===== config.mk =====
export PLATFORM = sky130hd
export DESIGN_NAME = kmv_ctrl
export DESIGN_NICKNAME = d
export VERILOG_FILES = /design/src/hw/rtl/kmv_pkg.sv /design/src/hw/rtl/kmv_ctrl.sv
export SDC_FILE = /design/constraint.sdc
export NUM_CORES = 1
export LEC_CHECK = 0
export CAP_MARGIN = 25
export CORE_AREA = 2 2 39 41
export CTS_CLUSTER_DIAMETER = 60
export CTS_CLUSTER_SIZE = 40
export DETAILED_ROUTE_END_ITERATION = 6
export DIE_AREA = 0 0 41 43
export DONT_BUFFER_PORTS = 1
export GPL_ROUTABILITY_DRIVEN = 0
export GPL_TIMING_DRIVEN = 0
export HOLD_SLACK_MARGIN = 0.1
export REMOVE_ABC_BUFFERS = 1
export SYNTH_ARGS = -nofsm -noshare
export SYNTH_HDL_FRONTEND = slang
export SYNTH_SLANG_ARGS = --single-unit

===== constraint.sdc =====
create_clock -name clock -period 1.8 [get_ports clock]
set_clock_uncertainty 0.2 [all_clocks]
set_input_delay 0.27 -clock clock [delete_from_list [all_inputs] [get_ports clock]]
set_output_delay 0.27 -clock clock [all_outputs]
set_load 0.01 [all_outputs]

===== src/hw/rtl/kmv_pkg.sv =====
// Package for the keyed running mean / variance unit.
// Shared types, codes and constants; no dependencies.
package kmv_pkg;

   // Default table depth
   localparam int unsigned ENTRIES_DEFAULT = 64;

   // Field widths
   localparam int unsigned KEY_W   = 32;
   localparam int unsigned VAL_W   = 32;
   localparam int unsigned SLOT_W  = 6;
   localparam int unsigned CNT_W   = 32;
   localparam int unsigned VAR_W   = 48;
   localparam int unsigned DEV_W   = 64;
   localparam int unsigned STATS_W = CNT_W + VAL_W + DEV_W;

   // Divider sequencing
   localparam int unsigned DIV_ITER_W = 7;
   localparam logic [DIV_ITER_W-1:0] MEAN_DIV_BITS = DIV_ITER_W'(VAL_W + 1);
   localparam logic [DIV_ITER_W-1:0] VAR_DIV_BITS  = DIV_ITER_W'(DEV_W);

   localparam logic [CNT_W-1:0] CNT_MAX = '1;

   // Result status codes
   typedef enum logic [1:0] {
      ST_UPDATED   = 2'd0,
      ST_NEW_KEY   = 2'd1,
      ST_TABLE_FULL = 2'd2,
      ST_COUNT_SAT = 2'd3
   } kmv_status_type;

   // Controller states
   typedef enum logic [3:0] {
      S_IDLE, S_KRD, S_KCMP, S_SCAP, S_UPD, S_DIV, S_MEAN, S_AMAG,
      S_MULLO, S_MULHI, S_ACC, S_VSTART, S_VDIV, S_VCAP, S_FIN
   } kmv_state_type;

   // Controller to datapath commands
   typedef struct packed {
      logic accept;
      logic key_step;
      logic key_new;
      logic key_full;
      logic stat_load;
      logic upd_start;
      logic div_step;
      logic mean_upd;
      logic amag;
      logic mul_lo;
      logic mul_hi;
      logic acc;
      logic var_start;
      logic var_load;
      logic out_load;
   } kmv_cmd_type;

   // Datapath to controller status
   typedef struct packed {
      logic at_end;
      logic full;
      logic key_match;
      logic cnt_max;
      logic cnt_le1;
      logic div_done;
      logic out_busy;
   } kmv_stat_type;

endpackage


===== src/hw/rtl/kmv_ctrl.sv =====
// Sequencing state machine for the keyed mean / variance unit.
// Depends on kmv_pkg.
module kmv_ctrl (
   input  logic                 clock,
   input  logic                 reset,
   input  logic                 req_valid,
   output logic                 req_ready,
   input  kmv_pkg::kmv_stat_type st,
   output kmv_pkg::kmv_cmd_type  cmd
);
   kmv_pkg::kmv_state_type state_ff, state_in;

   always_ff @(posedge clock) begin
      if (reset) begin
         state_ff <= kmv_pkg::S_IDLE;
      end else begin
         state_ff <= state_in;
      end
   end

   // Next state and commands
   always_comb begin
      state_in  = state_ff;
      cmd       = '0;
      req_ready = 1'b0;
      unique case (state_ff)
         kmv_pkg::S_IDLE: begin
            req_ready = 1'b1;
            if (req_valid) begin
               cmd.accept = 1'b1;
               state_in   = kmv_pkg::S_KRD;
            end
         end
         kmv_pkg::S_KRD: begin
            if (st.at_end) begin
               if (st.full) begin
                  cmd.key_full = 1'b1;
                  state_in     = kmv_pkg::S_FIN;
               end else begin
                  cmd.key_new = 1'b1;
                  state_in    = kmv_pkg::S_UPD;
               end
            end else begin
               state_in = kmv_pkg::S_KCMP;
            end
         end
         kmv_pkg::S_KCMP: begin
            if (st.key_match) begin
               state_in = kmv_pkg::S_SCAP;
            end else begin
               cmd.key_step = 1'b1;
               state_in     = kmv_pkg::S_KRD;
            end
         end
         kmv_pkg::S_SCAP: begin
            cmd.stat_load = 1'b1;
            state_in = st.cnt_max ? kmv_pkg::S_VSTART : kmv_pkg::S_UPD;
         end
         kmv_pkg::S_UPD: begin
            cmd.upd_start = 1'b1;
            state_in      = kmv_pkg::S_DIV;
         end
         kmv_pkg::S_DIV: begin
            if (st.div_done) begin
               state_in = kmv_pkg::S_MEAN;
            end else begin
               cmd.div_step = 1'b1;
            end
         end
         kmv_pkg::S_MEAN: begin
            cmd.mean_upd = 1'b1;
            state_in     = kmv_pkg::S_AMAG;
         end
         kmv_pkg::S_AMAG: begin
            cmd.amag = 1'b1;
            state_in = kmv_pkg::S_MULLO;
         end
         kmv_pkg::S_MULLO: begin
            cmd.mul_lo = 1'b1;
            state_in   = kmv_pkg::S_MULHI;
         end
         kmv_pkg::S_MULHI: begin
            cmd.mul_hi = 1'b1;
            state_in   = kmv_pkg::S_ACC;
         end
         kmv_pkg::S_ACC: begin
            cmd.acc  = 1'b1;
            state_in = kmv_pkg::S_VSTART;
         end
         kmv_pkg::S_VSTART: begin
            cmd.var_start = 1'b1;
            state_in = st.cnt_le1 ? kmv_pkg::S_FIN : kmv_pkg::S_VDIV;
         end
         kmv_pkg::S_VDIV: begin
            if (st.div_done) begin
               state_in = kmv_pkg::S_VCAP;
            end else begin
               cmd.div_step = 1'b1;
            end
         end
         kmv_pkg::S_VCAP: begin
            cmd.var_load = 1'b1;
            state_in     = kmv_pkg::S_FIN;
         end
         kmv_pkg::S_FIN: begin
            if (!st.out_busy) begin
               cmd.out_load = 1'b1;
               state_in     = kmv_pkg::S_IDLE;
            end
         end
         default: state_in = kmv_pkg::S_IDLE;
      endcase
   end

   // Divider is only stepped while iterations remain
   a_step_live: assert property (@(posedge clock) disable iff (reset)
      cmd.div_step |-> !st.div_done)
      else $error("divider stepped after completion");
endmodule


==> results.sh, run 1 <==
export IMPL_status="finished clean"
export IMPL_cts_tree="built"
export IMPL_cts_num_sinks=4
export IMPL_powerDensity_nw_per_um2=723
export IMPL_reg_largest_list="state_ff x4"
export IMPL_dpl_cell_count=87
export IMPL_rsz0062_at_grt="no"
export IMPL_clock_path_buffers=2
export IMPL_min_to="state_ff[1]"
export IMPL_drv_slew=0
export IMPL_timing_max_cap_violations=0
export IMPL_required_ns=1.33
export IMPL_yosysTopAreaCell="dfxtp_1"
export IMPL_cp_arrival_ns=1.23
export IMPL_grt_pass1_wl_um=1870
export IMPL_end_kind="output pin"
export IMPL_num_io_pins=26
export IMPL_antennaDiodeCount=0
export IMPL_hp_class="input pin to flip-flop"
export IMPL_design_area_um2=571
export IMPL_max_flop_register="state_ff"
export IMPL_cts_buffers=3
export IMPL_drt_iter0_drc=8
export IMPL_wl_per_cell_um=14.4
export IMPL_setup_viol=0
export IMPL_cp_slowest_cell="dfxtp_4"
export IMPL_synth_cells=79
export IMPL_layout_commonest_cell="nor2_1"
export IMPL_finalCritPeriodShare_pct=94.7
export IMPL_drive_above_1_share_pct=15.8
export IMPL_grt_pass1_vias=453
export IMPL_yosysWarnings=0
export IMPL_worst_hold_startpoint="reset"
export IMPL_max_freq_mhz=587
export IMPL_cp_top_family="simple AND/OR/NAND/NOR gates"
export IMPL_detail_route_antenna_nets=0
export IMPL_final_instance_count_excl_fill=92
export IMPL_h_tree_depth=1
export IMPL_min_path_cells=3
export IMPL_reg2regPathDepth=4
export IMPL_via_per_inst=6.03
export IMPL_dieArea_um2=1760
export IMPL_antenna_found_initial=0
export IMPL_grt_max_degree=23
export IMPL_grt_ovfl_total=0
export IMPL_chipHeight_um=43
export IMPL_period_needed_ns=1.70
export IMPL_start_util_pct=38.3
export IMPL_area_delta_synth_final_pct=7.55
export IMPL_port_buffers=0
export IMPL_r2r_start="state_ff[1]"
export IMPL_cp_cell_sequence="nor4_4, and2_1"
export IMPL_largest_reg_flops=4
export IMPL_rows=14
export IMPL_die_w_um=41
export IMPL_syn_area_um2=531
export IMPL_cp_start_kind="flip-flop"
export IMPL_fin_nets=88
export IMPL_utilization_pct=41.2
export IMPL_drt_total_wl_um=1320
export IMPL_yosysUniqueCellTypes=29
export IMPL_final_cell_mix="nor2_1 (14), nand2_1 (6), nor3_1 (6), o21ai_0 (6), inv_1 (5)"
export IMPL_worstSkewPairLatency_ns=0.23
export IMPL_ir_worst_vdd_mv=0.378
export IMPL_clk_pin_slew_worst_paths_ns=0.04
export IMPL_finalHoldViolCount=0
export IMPL_grt_total_usage_pct=15.3
export IMPL_critical_path_max_stage_delay_ns=0.41
export IMPL_fin_hold_ws_ns=0.109
export IMPL_dp_hpwl_um=909
export IMPL_core_area_um2=1380
export IMPL_via_count=555
export IMPL_path_class="flip-flop to output pin"
export IMPL_syn_mean_instance_area_um2=6.72
export IMPL_crit_fanout=18
export IMPL_netlist_top_cells_area="dfxtp_1 (15%), nor2_1 (9.9%), nor3_1 (6.6%)"
export IMPL_rrSetupSlack_ns=0.29
export IMPL_ys_seq_area_share_pct=15.1
export IMPL_crit_buf_inv=0
export IMPL_drc=0
export IMPL_slew_headroom_pct=74.5
export IMPL_max_slew_worst_pin_slew_ns=0.379
export IMPL_cts_root_buf="clkbuf_4"
export IMPL_ys_ff_latch=4
export IMPL_place_area_um2=493
export IMPL_leakage_nw=0.215
export IMPL_cts_setup_buffers=0
export IMPL_rr_endpoint="state_ff[3]"
export IMPL_power_total_mw=0.413
export IMPL_firstDrtPassIters=4
export IMPL_synth_top_cell_area_share_pct=15.1
## power breakdown
group	internal [mW]	leakage (nW)	switching [mW]
Sequential	0.102	0.0356	0.0624
Combinational	0.0676	0.166	0.0691
Clock	0.0746	0.0138	0.0368
## worst max-delay path by stage
stage,from,to,cells past startpoint
after global placement,state_ff[2],state_ff[3],4
after CTS,state_ff[3],cmd[4],2
after detailed placement,state_ff[2],state_ff[3],4
after global routing,state_ff[2],cmd[13],3
after floorplan,state_ff[3],state_ff[3],4
final,state_ff[1],cmd[14],2
## logic make-up (layout without fill, tap and decap cells)
| group | count (synthesis) | after routing | synth area share, % |
|---|---|---|---|
| buf+inv | 13 | 10 | 14.4 |
| flops | 4 | 4 | 15.1 |
| simple gates | 41 | 41 | 43.4 |
| compound gates | 20 | 20 | 25.5 |
| xor+xnor | 1 | 1 | 1.65 |
## metrics by stage
| step | setup TNS, ns | worst slack [ns] |
|---|---|---|
| 6_report | 0 | 0.0951 |
| 3_3_place_gp | -0.130 | -0.0747 |
| 5_1_grt | 0 | 0.0364 |
| 3_5_place_dp | -0.167 | -0.0759 |
| 2_1_floorplan | 0 | 0.154 |
| 4_1_cts | -0.00821 | -0.00821 |
## repair_timing
action / CTS / global route
pin swaps: 0 / 0
gates resized for setup: 6 / 5
hold buffers: 2 / 0
endpoints found under the hold margin: 3 / 0
endpoints found under the setup margin: 17 / 8
## synth_stat cells
| library cell | count |
|---|---|
| and2_1 | 1 |
| nor2_1 | 14 |
| buf_2 | 4 |
| nor3b_1 | 1 |
| buf_6 | 2 |
| nand2_1 | 6 |
| a21oi_1 | 3 |
| nand2b_4 | 1 |
| a32o_1 | 1 |
| a22oi_1 | 1 |
| dfxtp_1 | 4 |
| o2111ai_1 | 1 |
| nor4_1 | 1 |
| o21ai_0 | 6 |
| and4_1 | 1 |
| inv_1 | 5 |
| o32ai_1 | 2 |
| nor4_2 | 1 |
| buf_4 | 2 |
| o211a_1 | 1 |
| nor3_1 | 7 |
| xnor2_1 | 1 |
| nand4b_4 | 1 |
| o21bai_1 | 1 |
| o32a_1 | 1 |
| a31oi_1 | 3 |
| nor2b_1 | 2 |
| nand3_1 | 2 |
| nand2b_1 | 3 |
## cell type report
type,instances,area [µm²]
Clock buffer,3,22.5
Fill cell,153,813
Inverter,5,18.8
Multi-Input combinational cell,62,394
Sequential cell,4,95.1
Tap cell,16,20.0
Timing Repair Buffer,2,20.0
## worst min-delay path: cells and delay by family
family          cells  cell delay [ns]
compound gates      3             0.23
## metal layers
metal	wire (µm)	GRT usage, %	part of all wire [%]
met1	586	19.6	44
met2	600	20.6	45
met3	104	8.38	7.9
met5	0	0	0
met4	30	6.00	2.3
Note: power is estimated with default switching activity, not from simulation.
==> inputs of run 2 (changes only) <==
--- a/config.mk
+++ b/config.mk
@@ -5,7 +5,8 @@
 export SDC_FILE = /design/constraint.sdc
 export NUM_CORES = 1
 export LEC_CHECK = 0
-export CAP_MARGIN = 25
+export ABC_AREA = 1
+export CAP_MARGIN = 20
 export CORE_AREA = 2 2 39 41
 export CTS_CLUSTER_DIAMETER = 60
 export CTS_CLUSTER_SIZE = 40
@@ -15,6 +16,7 @@
 export GPL_ROUTABILITY_DRIVEN = 0
 export GPL_TIMING_DRIVEN = 0
 export HOLD_SLACK_MARGIN = 0.1
+export RECOVER_POWER = 100
 export REMOVE_ABC_BUFFERS = 1
 export SYNTH_ARGS = -nofsm -noshare
 export SYNTH_HDL_FRONTEND = slang
==> results.sh, run 2 <==
export IMPL_hp_class="input pin to flip-flop"
export IMPL_reg_largest_list="state_ff x4"
export IMPL_grt_total_usage_pct=17.1
export IMPL_drc=0
export IMPL_worstSkewPairLatency_ns=0.23
export IMPL_design_area_um2=576
export IMPL_yosysUniqueCellTypes=15
export IMPL_powerDensity_nw_per_um2=1210
export IMPL_drive_above_1_share_pct=23.8
export IMPL_drt_total_wl_um=1290
export IMPL_ys_seq_area_share_pct=16.1
export IMPL_status="finished clean"
export IMPL_max_flop_register="state_ff"
export IMPL_yosysWarnings=0
export IMPL_cp_arrival_ns=1.24
export IMPL_via_per_inst=4.91
export IMPL_cp_slowest_cell="dfxtp_1"
export IMPL_crit_fanout=6
export IMPL_required_ns=1.33
export IMPL_syn_mean_instance_area_um2=5.13
export IMPL_rows=14
export IMPL_leakage_nw=0.312
export IMPL_drv_slew=0
export IMPL_drt_iter0_drc=11
export IMPL_cp_start_kind="flip-flop"
export IMPL_busiest_layer="met2"
export IMPL_cts_setup_buffers=0
export IMPL_nFillCells=173
export IMPL_rsz0062_at_grt="yes"
export IMPL_max_freq_mhz=584
export IMPL_cts_tree="built"
export IMPL_firstDrtPassIters=4
export IMPL_netlist_top_cells_area="nand2_1 (22%), dfxtp_1 (16%), nor2_1 (13%)"
export IMPL_timing_max_cap_violations=0
export IMPL_ys_flop_type="dfxtp_1"
export IMPL_antennaDiodeCount=0
export IMPL_ys_ff_latch=4
export IMPL_critical_path_max_stage_delay_ns=0.43
export IMPL_largest_reg_flops=4
export IMPL_ir_worst_vdd_mv=0.542
export IMPL_cts_num_sinks=4
export IMPL_dp_hpwl_um=1020
export IMPL_cp_cell_sequence="inv_1, nor2_4, inv_2, nor2_1"
export IMPL_h_tree_depth=1
export IMPL_yosysTopAreaCell="nand2_1"
export IMPL_fin_nets=113
export IMPL_cts_buffers=3
export IMPL_period_needed_ns=1.71
export IMPL_num_io_pins=26
export IMPL_dieArea_um2=1760
export IMPL_end_kind="output pin"
export IMPL_met2_usage_pct=25.9
export IMPL_syn_area_um2=498
export IMPL_cp_top_family="flip-flops"
export IMPL_grt_pass1_vias=495
export IMPL_clk_pin_slew_worst_paths_ns=0.04
export IMPL_setup_viol=0
export IMPL_max_slew_worst_pin_slew_ns=0.285
export IMPL_die_w_um=41
export IMPL_use_met3_pct=3.14
export IMPL_grtUsageMet1_pct=21.2
export IMPL_grt_max_degree=10
export IMPL_area_delta_synth_final_pct=15.6
export IMPL_synth_top_cell_area_share_pct=21.9
export IMPL_slew_headroom_pct=80.9
export IMPL_layout_commonest_cell="nand2_1"
export IMPL_via_count=575
export IMPL_core_area_um2=1380
export IMPL_grt_ovfl_total=0
export IMPL_cts_root_buf="clkbuf_4"
export IMPL_synth_common_cells="nand2_1 (29), nor2_1 (17), inv_1 (13)"
export IMPL_detail_route_antenna_nets=0
export IMPL_final_instance_count_excl_fill=117
export IMPL_synth_edf_count=0
export IMPL_path_class="flip-flop to output pin"
export IMPL_r2r_start="state_ff[1]"
export IMPL_synth_cells=97
export IMPL_power_total_mw=0.698
export IMPL_antenna_found_initial=0
export IMPL_synth_most_common_cell="nand2_1"
export IMPL_wl_per_cell_um=11.0
export IMPL_dpl_cell_count=112
export IMPL_worst_hold_startpoint="st[5]"
export IMPL_clock_path_buffers=2
export IMPL_worstSetupStartpoint="state_ff[1]"
export IMPL_synthArstFlopShare_pct=0
export IMPL_place_area_um2=507
export IMPL_tns_ns=0
export IMPL_finalCritPeriodShare_pct=95.1
export IMPL_final_cell_mix="nand2_1 (28), nor2_1 (17), inv_1 (14)"
export IMPL_grt_pass1_wl_um=2040
export IMPL_port_buffers=0
export IMPL_finalHoldViolCount=0
export IMPL_crit_buf_inv=2
export IMPL_chipHeight_um=43
export IMPL_start_util_pct=36.0
[run 2: kinds of logic after synthesis]
family,count (synthesis),synth area share (%)
buf+inv,19,15.8
simple gates,68,62.1
flops,4,16.1
compound gates,6,6.03
[run 2: power by group]
group / internal, mW / total (mW) / switching [mW]
sequential: 0.120 / 0.180 / 0.0599
clock: 0.0745 / 0.109 / 0.0350
combinational: 0.123 / 0.408 / 0.285
[run 2: what timing repair did]
| item | in CTS | in global routing |
|---|---|---|
| resized for setup | 1 | 7 |
| endpoints found under the setup margin | 1 | 8 |
| hold endpoints to repair | 4 | 0 |
| hold buffers | 2 | 0 |
| cloned | 0 | 0 |
[run 2: area by class of cell]
class	count	area [µm²]	share of cell area (%)
multi-input cells	74	362	62.8
clock buffers	3	22.5	3.91
inverters	18	67.6	11.7
repair buffers	2	20.0	3.48
well taps	16	20.0	3.48
flip-flops and latches	4	83.8	14.6
[run 2: worst paths after layout]
| kind | endpoint | slack, ns | cells past startpoint |
|---|---|---|---|
| max | cmd[3] | 0.09 | 4 |
| min | state_ff[3] | 0.16 | 4 |
| max reg2reg | state_ff[2] | 0.21 | 8 |
| min reg2reg | state_ff[3] | 0.33 | 2 |
[run 2: worst register-to-register path, cell delays in order (launching register included)]
cell	delay [ns]
dfxtp_1	0.43
inv_1	0.15
nor2_4	0.15
inv_2	0.08
nor2_2	0.18
nor2_1	0.07
nand2_1	0.07
nand2_1	0.05
a21oi_1	0.12
[run 2: per-layer routing]
layer / vias up / share of wire (%)
met1: 252 / 45
met2: 18 / 49
met4: 0 / 0
li1: 305 / -
met3: 0 / 5.6
met5: - / 0
[run 2: stage by stage]
stage	setup slack (ns)	util [%]	hold slack (ns)
after floorplan	0.372	-	0.139
after global placement	0.219	36.6	0.141
after detailed placement	0.203	36.6	0.144
after CTS	0.0181	39.8	0.159
after global routing	-0.0249	41.6	0.175
final	0.0875	41.6	0.160
==> inputs of run 3 (changes only) <==
--- a/config.mk
+++ b/config.mk
@@ -8,6 +8,7 @@
 export ABC_AREA = 1
 export CAP_MARGIN = 20
 export CORE_AREA = 2 2 39 41
+export CTS_BUF_LIST = sky130_fd_sc_hd__clkbuf_16
 export CTS_CLUSTER_DIAMETER = 60
 export CTS_CLUSTER_SIZE = 40
 export DETAILED_ROUTE_END_ITERATION = 6
==> results.sh, run 3 (synthesized netlist as in run 2, its figures left out) <==
export IMPL_die_w_um=41
export IMPL_drive_above_1_share_pct=23.8
export IMPL_drt_iter0_drc=14
export IMPL_end_kind="output pin"
export IMPL_powerDensity_nw_per_um2=1490
export IMPL_period_needed_ns=1.70
export IMPL_slew_headroom_pct=80.6
export IMPL_core_area_um2=1380
export IMPL_path_class="flip-flop to output pin"
export IMPL_num_io_pins=26
export IMPL_cp_arrival_ns=1.23
export IMPL_antenna_found_initial=0
export IMPL_max_slew_worst_pin_slew_ns=0.291
export IMPL_cts_tree="built"
export IMPL_fin_nets=113
export IMPL_drv_slew=0
export IMPL_antennaDiodeCount=0
export IMPL_dieArea_um2=1760
export IMPL_largest_reg_flops=4
export IMPL_cts_root_buf="clkbuf_16"
export IMPL_grt_max_degree=10
export IMPL_via_per_inst=4.98
export IMPL_reg_largest_list="state_ff x4"
export IMPL_grt_pass1_vias=499
export IMPL_grt_total_usage_pct=16.9
export IMPL_cts_buffers=3
export IMPL_clk_pin_slew_worst_paths_ns=0.03
export IMPL_firstDrtPassIters=4
export IMPL_h_tree_depth=1
export IMPL_clock_path_buffers=2
export IMPL_cp_start_kind="flip-flop"
export IMPL_ir_worst_vdd_mv=0.769
export IMPL_chipHeight_um=43
export IMPL_start_util_pct=36.0
export IMPL_via_count=583
export IMPL_grt_pass1_wl_um=2060
export IMPL_rsz0062_at_grt="yes"
export IMPL_drt_total_wl_um=1330
export IMPL_port_buffers=0
export IMPL_power_total_mw=0.936
export IMPL_status="finished clean"
export IMPL_finalCritPeriodShare_pct=94.5
export IMPL_leakage_nw=0.335
export IMPL_dp_hpwl_um=1020
export IMPL_layout_commonest_cell="nand2_1"
export IMPL_worstSkewPairLatency_ns=0.22
export IMPL_finalHoldViolCount=0
export IMPL_crit_fanout=6
export IMPL_cts_setup_buffers=0
export IMPL_tns_ns=0
export IMPL_setup_viol=0
export IMPL_timing_max_cap_violations=0
export IMPL_final_cell_mix="nand2_1 (28), nor2_1 (17), inv_1 (14)"
export IMPL_wl_per_cell_um=11.4
export IMPL_grt_ovfl_total=0
export IMPL_area_delta_synth_final_pct=26.1
export IMPL_max_freq_mhz=588
export IMPL_required_ns=1.33
export IMPL_drc=0
export IMPL_max_flop_register="state_ff"
export IMPL_cts_num_sinks=4
export IMPL_detail_route_antenna_nets=0
export IMPL_rows=14
export IMPL_hp_class="input pin to flip-flop"
## run 3: final cells by class
| cell class | instances | area, µm² |
|---|---|---|
| clock buffer | 3 | 75.1 |
| fill | 169 | 756 |
| multi-input combinational | 74 | 362 |
| sequential | 4 | 83.8 |
| timing repair buffer | 2 | 20.0 |
| tap | 16 | 20.0 |
| inverter | 18 | 67.6 |
## run 3: per-stage QoR
stage          cell area, µm²  hold slack, ns  instances  setup WS, ns  util [%]
2_1_floorplan             487           0.139         96         0.372         -
3_3_place_gp              507           0.141        112         0.219      36.6
3_5_place_dp              507           0.144        112         0.203      36.6
4_1_cts                   603           0.168        117        0.0357      43.6
5_1_grt                   628           0.197        117      -0.00449      45.4
6_report                  628           0.165        117        0.0982      45.4
## run 3: worst max-delay path, stage by stage (launching register included)
cell	delay, ns
dfxtp_1	0.42
inv_1	0.15
nor2_4	0.15
inv_2	0.08
nor2_1	0.20
## run 3: timing repair
item,in CTS,in global routing
setup endpoints to repair,1,8
hold buffers,2,0
endpoints found under the hold margin,4,0
gates resized for setup,1,7
## run 3: layer usage
| layer | share of wire (%) | up-vias | GRT usage, % | wire (µm) |
|---|---|---|---|---|
| met4 | 1.7 | 0 | 8.00 | 23 |
| met3 | 6.3 | 3 | 1.57 | 84 |
| met5 | 0 | - | 0 | 0 |
| met1 | 44 | 254 | 21.5 | 591 |
| met2 | 47 | 21 | 26.9 | 630 |
| li1 | - | 305 | - | - |
## run 3: path summary, 6_finish.rpt
check / start / end / slack [ns] / depth (start not counted)
max: state_ff[1] / cmd[3] / 0.1 / 4
min: st[5] / state_ff[3] / 0.17 / 4
min reg2reg: state_ff[3] / state_ff[3] / 0.32 / 2
max reg2reg: state_ff[1] / state_ff[2] / 0.22 / 8
## run 3: report_power, final
part	leakage (nW)	total, mW	switching (mW)	internal (mW)
sequential	0.0339	0.181	0.0601	0.121
clock	0.0370	0.346	0.0619	0.284
combinational	0.264	0.409	0.286	0.123
